==> config.mk <==
export PLATFORM = sky130hd
export DESIGN_NAME = packed_counter_array
export DESIGN_NICKNAME = d
export VERILOG_FILES = /design/src/design/pca_pkg.sv /design/src/design/pca_ram.sv /design/src/design/packed_counter_array.sv
export SDC_FILE = /design/constraint.sdc
export NUM_CORES = 2
export LEC_CHECK = 0
export BUFFER_PORTS_ARGS = -buffer_cell sky130_fd_sc_hd__buf_2
export CAP_MARGIN = 15
export CORE_MARGIN = 4
export CORE_UTILIZATION = 40
export DETAILED_ROUTE_END_ITERATION = 10
export SLEW_MARGIN = 15
export SYNTH_ARGS = -nofsm -noshare
export SYNTH_HDL_FRONTEND = slang
export SYNTH_SLANG_ARGS = --single-unit
==> constraint.sdc <==
create_clock -name clk -period 7.5 [get_ports clk]
set_input_delay 0.375 -clock clk [delete_from_list [all_inputs] [get_ports clk]]
set_output_delay 0.375 -clock clk [all_outputs]
set_load 0.005 [all_outputs]
==> src/design/pca_pkg.sv <==
// pca_pkg: command and status codes and fixed sizes for the packed counter array.
// No dependencies.
package pca_pkg;

  localparam int unsigned WORD_BITS = 32;
  localparam int unsigned FW_RESET  = 8;

  typedef enum logic [2:0] {
    CMD_GET   = 3'd0,
    CMD_SET   = 3'd1,
    CMD_ADD   = 3'd2,
    CMD_CLEAR = 3'd3,
    CMD_PUSH  = 3'd4,
    CMD_POP   = 3'd5
  } cmd_t;

  typedef enum logic [1:0] {
    ST_OK       = 2'd0,
    ST_BAD_ID   = 2'd1,
    ST_BIG_VAL  = 2'd2,
    ST_NO_ENTRY = 2'd3
  } status_t;

endpackage

==> src/design/pca_ram.sv <==
// pca_ram: generic single-write, single-read RAM with registered read data.
// No dependencies.
module pca_ram #(
  parameter int unsigned WIDTH = 32,
  parameter int unsigned DEPTH = 16
) (
  input  logic                                        clk,
  input  logic                                        we,
  input  logic [((DEPTH > 1) ? $clog2(DEPTH) : 1)-1:0] waddr,
  input  logic [WIDTH-1:0]                            wdata,
  input  logic [((DEPTH > 1) ? $clog2(DEPTH) : 1)-1:0] raddr,
  output logic [WIDTH-1:0]                            rdata
);

  logic [WIDTH-1:0] mem [DEPTH];

  always_ff @(posedge clk) begin
    if (we) begin
      mem[waddr] <= wdata;
    end
    rdata <= mem[raddr];
  end

endmodule

==> src/design/packed_counter_array.sv <==
// packed_counter_array: top level, command sequencer around the packed word store.
// Depends on pca_pkg and pca_ram.
//
// Counters of field_width bits (1..31, 0 acts as 1) are packed back to back
// into WORD_COUNT 32-bit words held in one RAM, so an entry may straddle two
// words. Every command that passes its checks reads the two words (one RAM
// port, one read a cycle), extracts the field, and writes back one or two
// words for set, add, clear and a push or pop that finds its entry. Push and
// pop examine the entries from the first until push finds an empty one or pop
// one holding the value, or none is left; range errors and unknown commands go
// straight to the done state. The sequencer returns to idle before the next
// item is taken, and a result held back by the sink stalls it in done. The
// store reads as zero after reset with no clearing pass: one valid flop per
// word masks words never written. Results sit in an output register, so the
// next item is taken while a result waits.
module packed_counter_array #(
  parameter int unsigned WORD_COUNT = 16
) (
  input  logic        clk,
  input  logic        rst_n,
  input  logic        in_tvalid,
  output logic        in_tready,
  input  logic [47:0] in_tdata,   // cmd[2:0], entry_id[12:3], value[43:13], zeros
  input  logic        in_tuser,   // wrap
  output logic        out_tvalid,
  input  logic        out_tready,
  output logic [39:0] out_tdata,  // read_value[30:0], status[32:31], zeros
  input  logic        cfg_we,
  input  logic [4:0]  cfg_wdata
);
  localparam int unsigned TOTAL = pca_pkg::WORD_BITS * WORD_COUNT;
  localparam int unsigned SW    = $clog2(TOTAL + 64);
  localparam int unsigned AW    = (WORD_COUNT > 1) ? $clog2(WORD_COUNT) : 1;

  typedef enum logic [2:0] {
    S_IDLE, S_RDLO, S_RDHI, S_EVAL, S_DEC, S_WRLO, S_WRHI, S_DONE
  } state_t;

  state_t             state_r;
  logic [4:0]         fw_r;
  pca_pkg::cmd_t      cmd_r;
  logic [30:0]        val_r;
  logic               wrap_r;
  logic [SW-1:0]      start_r;
  logic [31:0]        lo_r, hi_r, hin_r;
  logic [30:0]        field_r, newv_r, rd_r;
  pca_pkg::status_t   st_r;
  logic               out_tvalid_r;
  logic [30:0]        out_rd_r;
  pca_pkg::status_t   out_st_r;
  logic [WORD_COUNT-1:0] vld_r;
  logic               rd_vld_r;

  // configuration
  always_ff @(posedge clk) begin
    if (!rst_n) begin
      fw_r <= 5'(pca_pkg::FW_RESET);
    end else if (cfg_we) begin
      fw_r <= cfg_wdata;
    end
  end

  logic [4:0]  fw_eff;
  logic [30:0] maxv;
  assign fw_eff = (fw_r == 5'd0) ? 5'd1 : fw_r;
  assign maxv   = 31'((32'd1 << fw_eff) - 32'd1);

  // input fields
  logic [2:0]  in_cmd;
  logic [9:0]  in_id;
  logic [30:0] in_val;
  logic [14:0] prod;
  logic        id_bad, val_big;
  assign in_cmd  = in_tdata[2:0];
  assign in_id   = in_tdata[12:3];
  assign in_val  = in_tdata[43:13];
  assign prod    = 15'(in_id) * 15'(fw_eff);
  assign id_bad  = (in_id == 10'd0) || (prod > 15'(TOTAL));
  assign val_big = in_val > maxv;

  // addressing of the current entry
  logic [SW-6:0]  w_idx;
  logic [4:0]     pos;
  logic           hi_ok;
  logic [AW-1:0]  lo_addr, hi_addr;
  assign w_idx   = start_r[SW-1:5];
  assign pos     = start_r[4:0];
  assign hi_ok   = ({1'b0, w_idx} + 1'b1) < (SW-4)'(WORD_COUNT);
  assign lo_addr = AW'(w_idx);
  assign hi_addr = AW'({1'b0, w_idx} + 1'b1);

  // RAM
  logic          ram_we;
  logic [AW-1:0] ram_waddr, ram_raddr;
  logic [31:0]   ram_wdata, ram_rdata, word_rd;

  pca_ram #(.WIDTH(pca_pkg::WORD_BITS), .DEPTH(WORD_COUNT)) u_ram (
    .clk   (clk),
    .we    (ram_we),
    .waddr (ram_waddr),
    .wdata (ram_wdata),
    .raddr (ram_raddr),
    .rdata (ram_rdata)
  );

  assign ram_raddr = (state_r == S_RDLO) ? lo_addr : hi_addr;
  assign word_rd   = rd_vld_r ? ram_rdata : 32'd0;

  // field extract and merge
  logic [63:0] pair_rd, pair_new, mask;
  logic [31:0] hi_word;
  assign hi_word  = hi_ok ? word_rd : 32'd0;
  assign pair_rd  = {hi_word, lo_r} >> pos;
  assign mask     = 64'(maxv) << pos;
  assign pair_new = ({hi_r, lo_r} & ~mask) | ((64'(newv_r) << pos) & mask);

  always_comb begin
    ram_we    = 1'b0;
    ram_waddr = lo_addr;
    ram_wdata = pair_new[31:0];
    if (state_r == S_WRLO) begin
      ram_we = 1'b1;
    end else if (state_r == S_WRHI) begin
      ram_we    = 1'b1;
      ram_waddr = hi_addr;
      ram_wdata = hin_r;
    end
  end

  // add with saturate, or on overflow subtract the maximum when wrap is set
  logic [31:0] sum, add_res;
  assign sum     = 32'(field_r) + 32'(val_r);
  assign add_res = (sum > 32'(maxv)) ? (wrap_r ? sum - 32'(maxv) : 32'(maxv)) : sum;

  // scan advance
  logic [SW-1:0] nstart;
  logic          scan_end;
  assign nstart   = start_r + SW'(fw_eff);
  assign scan_end = ({1'b0, nstart} + (SW+1)'(fw_eff)) > (SW+1)'(TOTAL);

  assign in_tready  = (state_r == S_IDLE);
  assign out_tvalid = out_tvalid_r;
  assign out_tdata  = {7'd0, out_st_r, out_rd_r};

  always_ff @(posedge clk) begin
    rd_vld_r <= vld_r[ram_raddr];
    if (!rst_n) begin
      state_r      <= S_IDLE;
      out_tvalid_r <= 1'b0;
      vld_r        <= '0;
    end else begin
      // result register: load from done, drop once taken
      if (state_r == S_DONE && (!out_tvalid_r || out_tready)) begin
        out_tvalid_r <= 1'b1;
      end else if (out_tready) begin
        out_tvalid_r <= 1'b0;
      end
      if (ram_we) begin
        vld_r[ram_waddr] <= 1'b1;
      end
      case (state_r)
        S_IDLE: begin
          if (in_tvalid) begin
            cmd_r   <= pca_pkg::cmd_t'(in_cmd);
            val_r   <= in_val;
            wrap_r  <= in_tuser;
            rd_r    <= 31'd0;
            st_r    <= pca_pkg::ST_OK;
            start_r <= SW'(prod - 15'(fw_eff));
            state_r <= S_RDLO;
            case (in_cmd)
              pca_pkg::CMD_GET, pca_pkg::CMD_CLEAR: begin
                if (id_bad) begin
                  st_r    <= pca_pkg::ST_BAD_ID;
                  state_r <= S_DONE;
                end
              end
              pca_pkg::CMD_SET, pca_pkg::CMD_ADD: begin
                if (id_bad) begin
                  st_r    <= pca_pkg::ST_BAD_ID;
                  state_r <= S_DONE;
                end else if (val_big) begin
                  st_r    <= pca_pkg::ST_BIG_VAL;
                  state_r <= S_DONE;
                end
              end
              pca_pkg::CMD_PUSH: begin
                start_r <= '0;
                if (val_big) begin
                  st_r    <= pca_pkg::ST_BIG_VAL;
                  state_r <= S_DONE;
                end
              end
              pca_pkg::CMD_POP: begin
                start_r <= '0;
                // a value above the maximum never matches
                if (val_big) begin
                  st_r    <= pca_pkg::ST_NO_ENTRY;
                  state_r <= S_DONE;
                end
              end
              default: begin
                state_r <= S_DONE;
              end
            endcase
          end
        end
        S_RDLO: state_r <= S_RDHI;
        S_RDHI: begin
          lo_r    <= word_rd;
          state_r <= S_EVAL;
        end
        S_EVAL: begin
          hi_r    <= hi_word;
          field_r <= pair_rd[30:0] & maxv;
          state_r <= S_DEC;
        end
        S_DEC: begin
          state_r <= S_WRLO;
          case (cmd_r)
            pca_pkg::CMD_GET: begin
              rd_r    <= field_r;
              state_r <= S_DONE;
            end
            pca_pkg::CMD_SET:   newv_r <= val_r;
            pca_pkg::CMD_CLEAR: newv_r <= 31'd0;
            pca_pkg::CMD_ADD: begin
              newv_r <= add_res[30:0];
              rd_r   <= add_res[30:0];
            end
            pca_pkg::CMD_PUSH, pca_pkg::CMD_POP: begin
              newv_r <= (cmd_r == pca_pkg::CMD_PUSH) ? val_r : 31'd0;
              if (field_r != ((cmd_r == pca_pkg::CMD_PUSH) ? 31'd0 : val_r)) begin
                if (scan_end) begin
                  st_r    <= pca_pkg::ST_NO_ENTRY;
                  state_r <= S_DONE;
                end else begin
                  start_r <= nstart;
                  state_r <= S_RDLO;
                end
              end
            end
            default: state_r <= S_DONE;
          endcase
        end
        S_WRLO: begin
          hin_r   <= pair_new[63:32];
          state_r <= hi_ok ? S_WRHI : S_DONE;
        end
        S_WRHI: state_r <= S_DONE;
        S_DONE: begin
          if (!out_tvalid_r || out_tready) begin
            out_rd_r     <= rd_r;
            out_st_r     <= st_r;
            state_r      <= S_IDLE;
          end
        end
        default: state_r <= S_IDLE;
      endcase
    end
  end

  // an item is taken only from idle, so the sequencer leaves idle right after
  a_busy_after_accept: assert property (@(posedge clk) disable iff (!rst_n)
    in_tvalid && in_tready |=> !in_tready)
    else $error("item accepted while busy");

  // every entry visited lies inside the store
  a_entry_in_range: assert property (@(posedge clk) disable iff (!rst_n)
    state_r == S_RDLO |-> ({1'b0, start_r} + (SW+1)'(fw_eff)) <= (SW+1)'(TOTAL))
    else $error("entry outside store");

  // only an ok result carries a nonzero value
  a_err_zero_value: assert property (@(posedge clk) disable iff (!rst_n)
    out_tvalid && out_tdata[32:31] != 2'd0 |-> out_tdata[30:0] == 31'd0)
    else $error("error result with value");

  // the upper word is written only when it exists
  a_hi_write_ok: assert property (@(posedge clk) disable iff (!rst_n)
    state_r == S_WRHI |-> hi_ok)
    else $error("write past last word");

endmodule
# After elaboration in Yosys (flattened, before gate mapping)
# Memory sizes are Yosys's and may differ from the RTL's. A register that Yosys moved wholly into a read port is not among the register bits.
# Cells that the tools add are included.
# classes
addsub	7
n_mul	1
n_lt_le_gt_ge	8
eq_ne	25
shifts	4
n_mux	53
bitwise_logic	6
reduce_logical	28
# op_table
cell	n
31-bit two-way mux	5
64-bit AND	2
32-bit two-way mux	4
31-bit by 5-bit << shifter with 64-bit output	2
31-bit case mux with 2 select lines	2
31-bit case mux with 4 select lines	1
64-bit inverter	1
64-bit OR	1
64-bit by 5-bit >> shifter with 31-bit output	1
10-bit two-way mux	5
31-bit by 31-bit adder with 32-bit output	1
32-bit by 31-bit greater-than comparator with 1-bit output	1
31-bit AND	1
31-bit greater-than comparator	1
31-bit inequality test	1
1-bit by 5-bit << shifter with 31-bit output, first input constant	1
31-bit by 1-bit subtractor with 31-bit output, second input constant	1
31-bit subtractor	1
3-bit == test, second input constant	8
3-bit case mux with 8 select lines	1
3-bit two-way mux	7
10-bit case mux with 2 select lines	1
3-bit by 2-bit == test with 1-bit output, second input constant	6
16-bit OR	1
other kinds (38)	76
# totals
ff_bits	295
ram_bits	512
out_inout_bits	42
elab_cells	151
n_memories	1
# memory_table
name	words	word_bits	rd	rd_clocked_by_memory_dff	write_ports	line_no	source
u_ram.mem	16	32	1	1	1	pca_ram.sv:15	logic [WIDTH-1:0] mem [DEPTH];

# Depth between registers and ports, before layout
# logic_depth
word_depth	10
ltp_mapped	24
mapped_depth_nobuf	23

# Modules after synthesis
# Synthesis repeated with hierarchy kept, for this count alone.
# unflattened
hier_cells	3792
hier_area_um2	46280.6
# modules_own_cells
module	n_inst	cells_each	area_each_um2
packed_counter_array	1	2954	26445.4
pca_ram	1	838	19835.3

# Worst setup path before layout
# OpenSTA, ideal clock, no wires.
# synth_path
path_kind	register -> register
startpoint	register fw_r[4]
endpoint	register state_r[1]
t_arrival_ps	5389
setup_slack_ps	1982
stages_incl_launch_ff	22
path_buffers	4
cell_sequence	dfxtp_1 > buf_2 > buf_2 > clkbuf_1 > clkbuf_1 > nand2_1 > fa_1 > fa_1 > fa_1 > inv_1 > ha_1 > nor2b_1 > o21ai_0 > a21boi_1 > o21a_1 > or3_1 > a2111oi_0 > o22ai_1 > nor4_2 > nand4_1 > nand3_1 > a31oi_1
# synth_between
elab_chain_len	10
elab_cells_between_ends	20
cone_classes	add/sub (3); mul (1); order compare (3); shift (1); mux (10); reduce/logical (2)
# synth_rtl
item	line_no	source
start, declared	packed_counter_array.sv:40	logic [4:0] fw_r;
start signal, assigned	packed_counter_array.sv:57	fw_r <= 5'(pca_pkg::FW_RESET);
start signal, assigned	packed_counter_array.sv:59	fw_r <= cfg_wdata;
5-bit zero test	packed_counter_array.sv:65	assign fw_eff = (fw_r == 5'd0) ? 5'd1 : fw_r;
5-bit two-way mux (*)	packed_counter_array.sv:65	
branches (longest 7 deep; another with 10-bit by 5-bit multiplier with 15-bit output)	n/a	
3-bit case mux with 8 select lines (*)	packed_counter_array.sv:161	case (state_r)
end signal, assigned	packed_counter_array.sv:248	state_r <= hi_ok ? S_WRHI : S_DONE;
end, declared	packed_counter_array.sv:39	state_t state_r;
# Mark *: on every way between the ends. The select of a mux whose other input is x is not followed.
# A chain may end at the register's enable or synchronous reset.

# Worst setup path after layout
# layout_path
startpoint	register field_r[0]
endpoint	register rd_r[28] (data pin)
# layout_between
elab_chain_len	6
elab_cells_between_ends	7
cone_classes	add/sub (2); order compare (1); mux (4)
# layout_rtl
item	line_no	source
start, declared	packed_counter_array.sv:46	logic [30:0] field_r, newv_r, rd_r;
start signal, assigned	packed_counter_array.sv:215	field_r <= pair_rd[30:0] & maxv;
31-bit by 31-bit adder with 32-bit output (*)	packed_counter_array.sv:132	assign sum = 32'(field_r) + 32'(val_r);
31-bit subtractor	packed_counter_array.sv:133	assign add_res = (sum > 32'(maxv)) ? (wrap_r ? sum - 32'(maxv) : 32'(maxv)) : sum;
31-bit two-way mux	packed_counter_array.sv:133	
31-bit two-way mux (*)	packed_counter_array.sv:133	
31-bit case mux with 2 select lines (*)	packed_counter_array.sv:220	case (cmd_r)
31-bit case mux with 2 select lines (*)	packed_counter_array.sv:161	
end signal, assigned	packed_counter_array.sv:222	rd_r <= field_r;
end signal, assigned	packed_counter_array.sv:229	rd_r <= add_res[30:0];
end, declared	packed_counter_array.sv:46	
# Mark *: on every way between the ends. The rest lies on a longest branch, timed or not.

==> impl_metrics.csv <==
group,metric,value,unit
logic_synthesis,syn_inst,3617,
sta,rsz0062_at_grt,"no",
run_status,status,"completed",
logic_synthesis,synth_most_common_cell,"edfxtp_1",
sta,maxSlewViolCount,0,
global_routing,first_global_vias,30359,
worst_setup_path,endpoint_kind,"register",
clock_tree,cts.sinks,839,
worst_setup_path,worst_r2r_endpoint,"rd_r[28]$_SDFFCE_PN0P_",
floorplanning,ioPinCount,101,
finish,syn_to_final_growth,12.67,%
drt,vias,31751,
worst_setup_path,critPathSlowestCell,"a2111oi_0",
placed_design,port_buffers,89,
worst_setup_path,cp-start-kind,"register",
global_routing,grtUsageTotal,0.2319,
finish,utilization,0.4544,
finish,drive_above_1_share,0.1827,
drt,dr.pass1.iters,6,
finish,diodes,0,
power,p_int,11.43,mW
clock_tree,cts_buffers,88,
power,power_leakage,18.53,nW
sta,tightest_slew,1.167,ns
floorplanning,start_util,0.4033,
sta,relSlewSlack,0.2165,
worst_hold_path,hp-start,"cfg_we",
sta,fin_crit_sh,0.8413,
worst_setup_path,worst_r2r_startpoint,"field_r[0]$_DFFE_PP_",
clock_tree,clk_latency,0.69,ns
logic_synthesis,synth_edf_count,781,
clock_tree,cts.htree.levels,3,
sta,finalHoldViolCount,0,
worst_setup_path,crit_arrival,6.75,ns
placed_design,hpwl,97500,microns
clock_tree,cts_setup_buffers,0,
logic_synthesis,syn_area_per_cell,12.77,sq um
placed_design,gp_congestion,0.9759,
power,p_per_area,339.8,mW/mm^2
global_routing,antenna_found_initial,1,
power,ir_drop,377.6,uV
worst_setup_path,critPathBufInv,0,
sta,finClkSkew,0.03823,ns
worst_hold_path,min_to,"fw_r[3]$_SDFFE_PN1P_",
worst_setup_path,crit_path_cell_trace,"ha_1 > fa_1 > a21o_1 > a21oi_1 > o21ai_0 > a21bo_2 > a31o_2 > a2111oi_0 > or3_1 > xnor2_1 > ha_1 > and4_1 > a311oi_2 > a21oi_1 > a21oi_4 > a21oi_2 > a311oi_4 > nand2_4 > mux2_1 > a22o_1",
logic_synthesis,yosysTopAreaCellShare,0.5078,
power,swShare,0.3537,
sta,clock.fmax,0.1585,GHz
clock_tree,cts_root_buf,"clkbuf_16",
worst_setup_path,crit_required,7.94,ns
drt,postRouteAntennaNets,0,
logic_synthesis,synth_cell_types,98,
drt,wl_per_cell,26.92,microns
worst_hold_path,min_path_cells,2,
clock_tree,cts_tree,"yes",
floorplanning,fp.dieW,347.8,microns
worst_setup_path,cpPeakStageDelay,0.50,ns
sta,tns,0,ns
worst_setup_path,reg2reg_depth,20,
power,pwr-share-seq,0.355,
logic_synthesis,synthFlopType,"edfxtp_1",
logic_synthesis,ys_seq_elements,839,
drt,viasPerCell,5.985,
logic_synthesis,ys_warn_count,0,
finish,layout.nets,3938,
drt,first_iter_violations,3105,
worst_setup_path,cp_top_family,"compound AO/OA/AOI/OAI gates",
floorplanning,die-area,0.1210,sq mm
power,p_sw,6.254,mW
clock_tree,clk_pin_slew,0.06,ns
logic_synthesis,synth_seq_area_share,0.5330,
sta,setup_viol,0,
drt,wl,142800,microns
logic_synthesis,asyncSetResetFlopFracSynth,0,
worst_setup_path,ff2ff_setup_slack,1.19,ns
logic_synthesis,yosys.area.top_type,"edfxtp_1",
floorplanning,core,0.1145,sq mm
sta,period_minus_slack,6.310,ns
worst_setup_path,cp_max_fo,25,
job,maxCapViolCount,0,
floorplanning,die_y,347.8,microns
power,comb_power_share,0.390,
logic_synthesis,synth_area_leaders,"edfxtp_1 51%, mux4_2 11%, mux2i_1 4.4%",
floorplanning,rows,124,
global_routing,grt_pass1_wl,208100,microns
logic_synthesis,syn_area,0.04618,sq mm
logic_synthesis,synth_common_cells,"781 x edfxtp_1, 375 x nand2_1, 234 x mux4_2",
power,p_clk_frac,0.255,
global_routing,grt_start_max_net_pins,133,
drt,drc,0,
global_routing,grt_overflow,0,
worst_setup_path,critPathKind,"register to register",
clock_tree,clockBufferDepth,3,
worst_hold_path,hold_path_class,"input pin to register",
[cells in the final DEF, fill, tap and decap left out, types with 23 or more instances in the layout]
cell / instances
a211oi_1: 31
a21o_1: 49
a21oi_1: 177
a31oi_1: 29
and2_1: 112
buf_2: 89
buf_4: 89
clkbuf_16: 88
dfxtp_1: 58
dlygate4sd3_1: 40
edfxtp_1: 781
fa_1: 29
ha_1: 131
inv_1: 105
mux2_2: 55
mux2i_1: 200
mux4_2: 234
nand2_1: 375
nand2b_1: 24
nand3_1: 48
nor2_1: 208
nor2b_1: 34
nor3_1: 49
o211ai_1: 36
o21a_1: 48
o21ai_0: 172
o31ai_1: 24
xnor2_1: 53
xor2_1: 23
[flip-flops by register name (all words and copies together) (netlist names), 16 cells and up]
register     cells
val_r           31
newv_r          31
hi_r            32
vld_r           16
lo_r            32
field_r         31
rd_r            31
hin_r           32
out_rd_r        31
u_ram.rdata     32
u_ram.mem      512
[layer usage]
| layer | global-route usage | part of all wire |
|---|---|---|
| met1 | 0.3190 | 0.41 |
| met2 | 0.3774 | 0.47 |
| met3 | 0.02771 | 0.069 |
| met4 | 0.09302 | 0.044 |
| met5 | 0 | 0.000049 |
[area by class of cell]
type	instances	area [sq um]
fillers	10280	62470
flip-flops and latches	839	24610
multi-input cells	2458	20510
clock buffers	117	2431
well taps	1512	1892
repair buffers	221	1574
clock inverters	47	590.6
inverters	111	420.4
[timing repair]
item | 4_1_cts | 5_1_grt
hold buffers | 40 | 0
resized for setup | 0 | 0
setup endpoints to repair | 0 | 0
hold endpoints to repair | 40 | 0
[through the flow]
step / cells / instance area (sq um) / hold WS (ns) / setup WS, ns / total power, mW
after floorplan: 3625 / 46210 / 0.4003 / 1.982 / 11.15
after global placement: 5100 / 48560 / 0.4016 / 1.243 / 13.11
after detailed placement: 5100 / 48560 / 0.4066 / 1.241 / 13.17
after CTS: 5304 / 51980 / 0.01829 / 1.204 / 17.74
after global routing: 5305 / 52030 / 0.05091 / 0.9633 / 18.53
final: 5305 / 52030 / 0.05377 / 1.190 / 17.68
[power by group through the flow]
stage	Clock (mW)	Sequential, mW	Combinational, mW
finish	4.51	6.28	6.89
global route	4.81	6.30	7.43
CTS	4.62	6.27	6.85
detailed placement	0	6.37	6.80
global placement	0	6.36	6.75
floorplan	0	6.18	4.96
[cells by family after synthesis]
logic type / count (synthesis) / synth area share
other cells: 2 / 0.0001626
flops: 839 / 0.5330
fa+ha+maj: 160 / 0.04806
buf+inv: 328 / 0.02877
simple gates: 977 / 0.09900
compound gates: 739 / 0.1041
mux: 492 / 0.1716
xor+xnor: 80 / 0.01533
[worst reg2reg max path, delay by kind of cell (launching register included)]
family | cells | cell delay (ns)
mux | 1 | 0.50
xor+xnor | 1 | 0.17
flops | 1 | 0.43
fa+ha+maj | 3 | 0.99
compound gates | 12 | 3.26
simple gates | 3 | 0.72
[worst max path at each step]
stage | depth (start not counted) | endpoint | start
2_1_floorplan | 21 | state_r[1]$_SDFFE_PN0P_ | fw_r[4]$_SDFFE_PN0P_
3_5_place_dp | 21 | rd_r[15]$_SDFFCE_PN0P_ | field_r[0]$_DFFE_PP_
3_3_place_gp | 21 | rd_r[15]$_SDFFCE_PN0P_ | field_r[0]$_DFFE_PP_
4_1_cts | 21 | rd_r[15]$_SDFFCE_PN0P_ | field_r[0]$_DFFE_PP_
6_report | 20 | rd_r[28]$_SDFFCE_PN0P_ | field_r[0]$_DFFE_PP_
5_1_grt | 21 | rd_r[15]$_SDFFCE_PN0P_ | field_r[0]$_DFFE_PP_
Note: power is estimated with default switching activity, not from simulation.
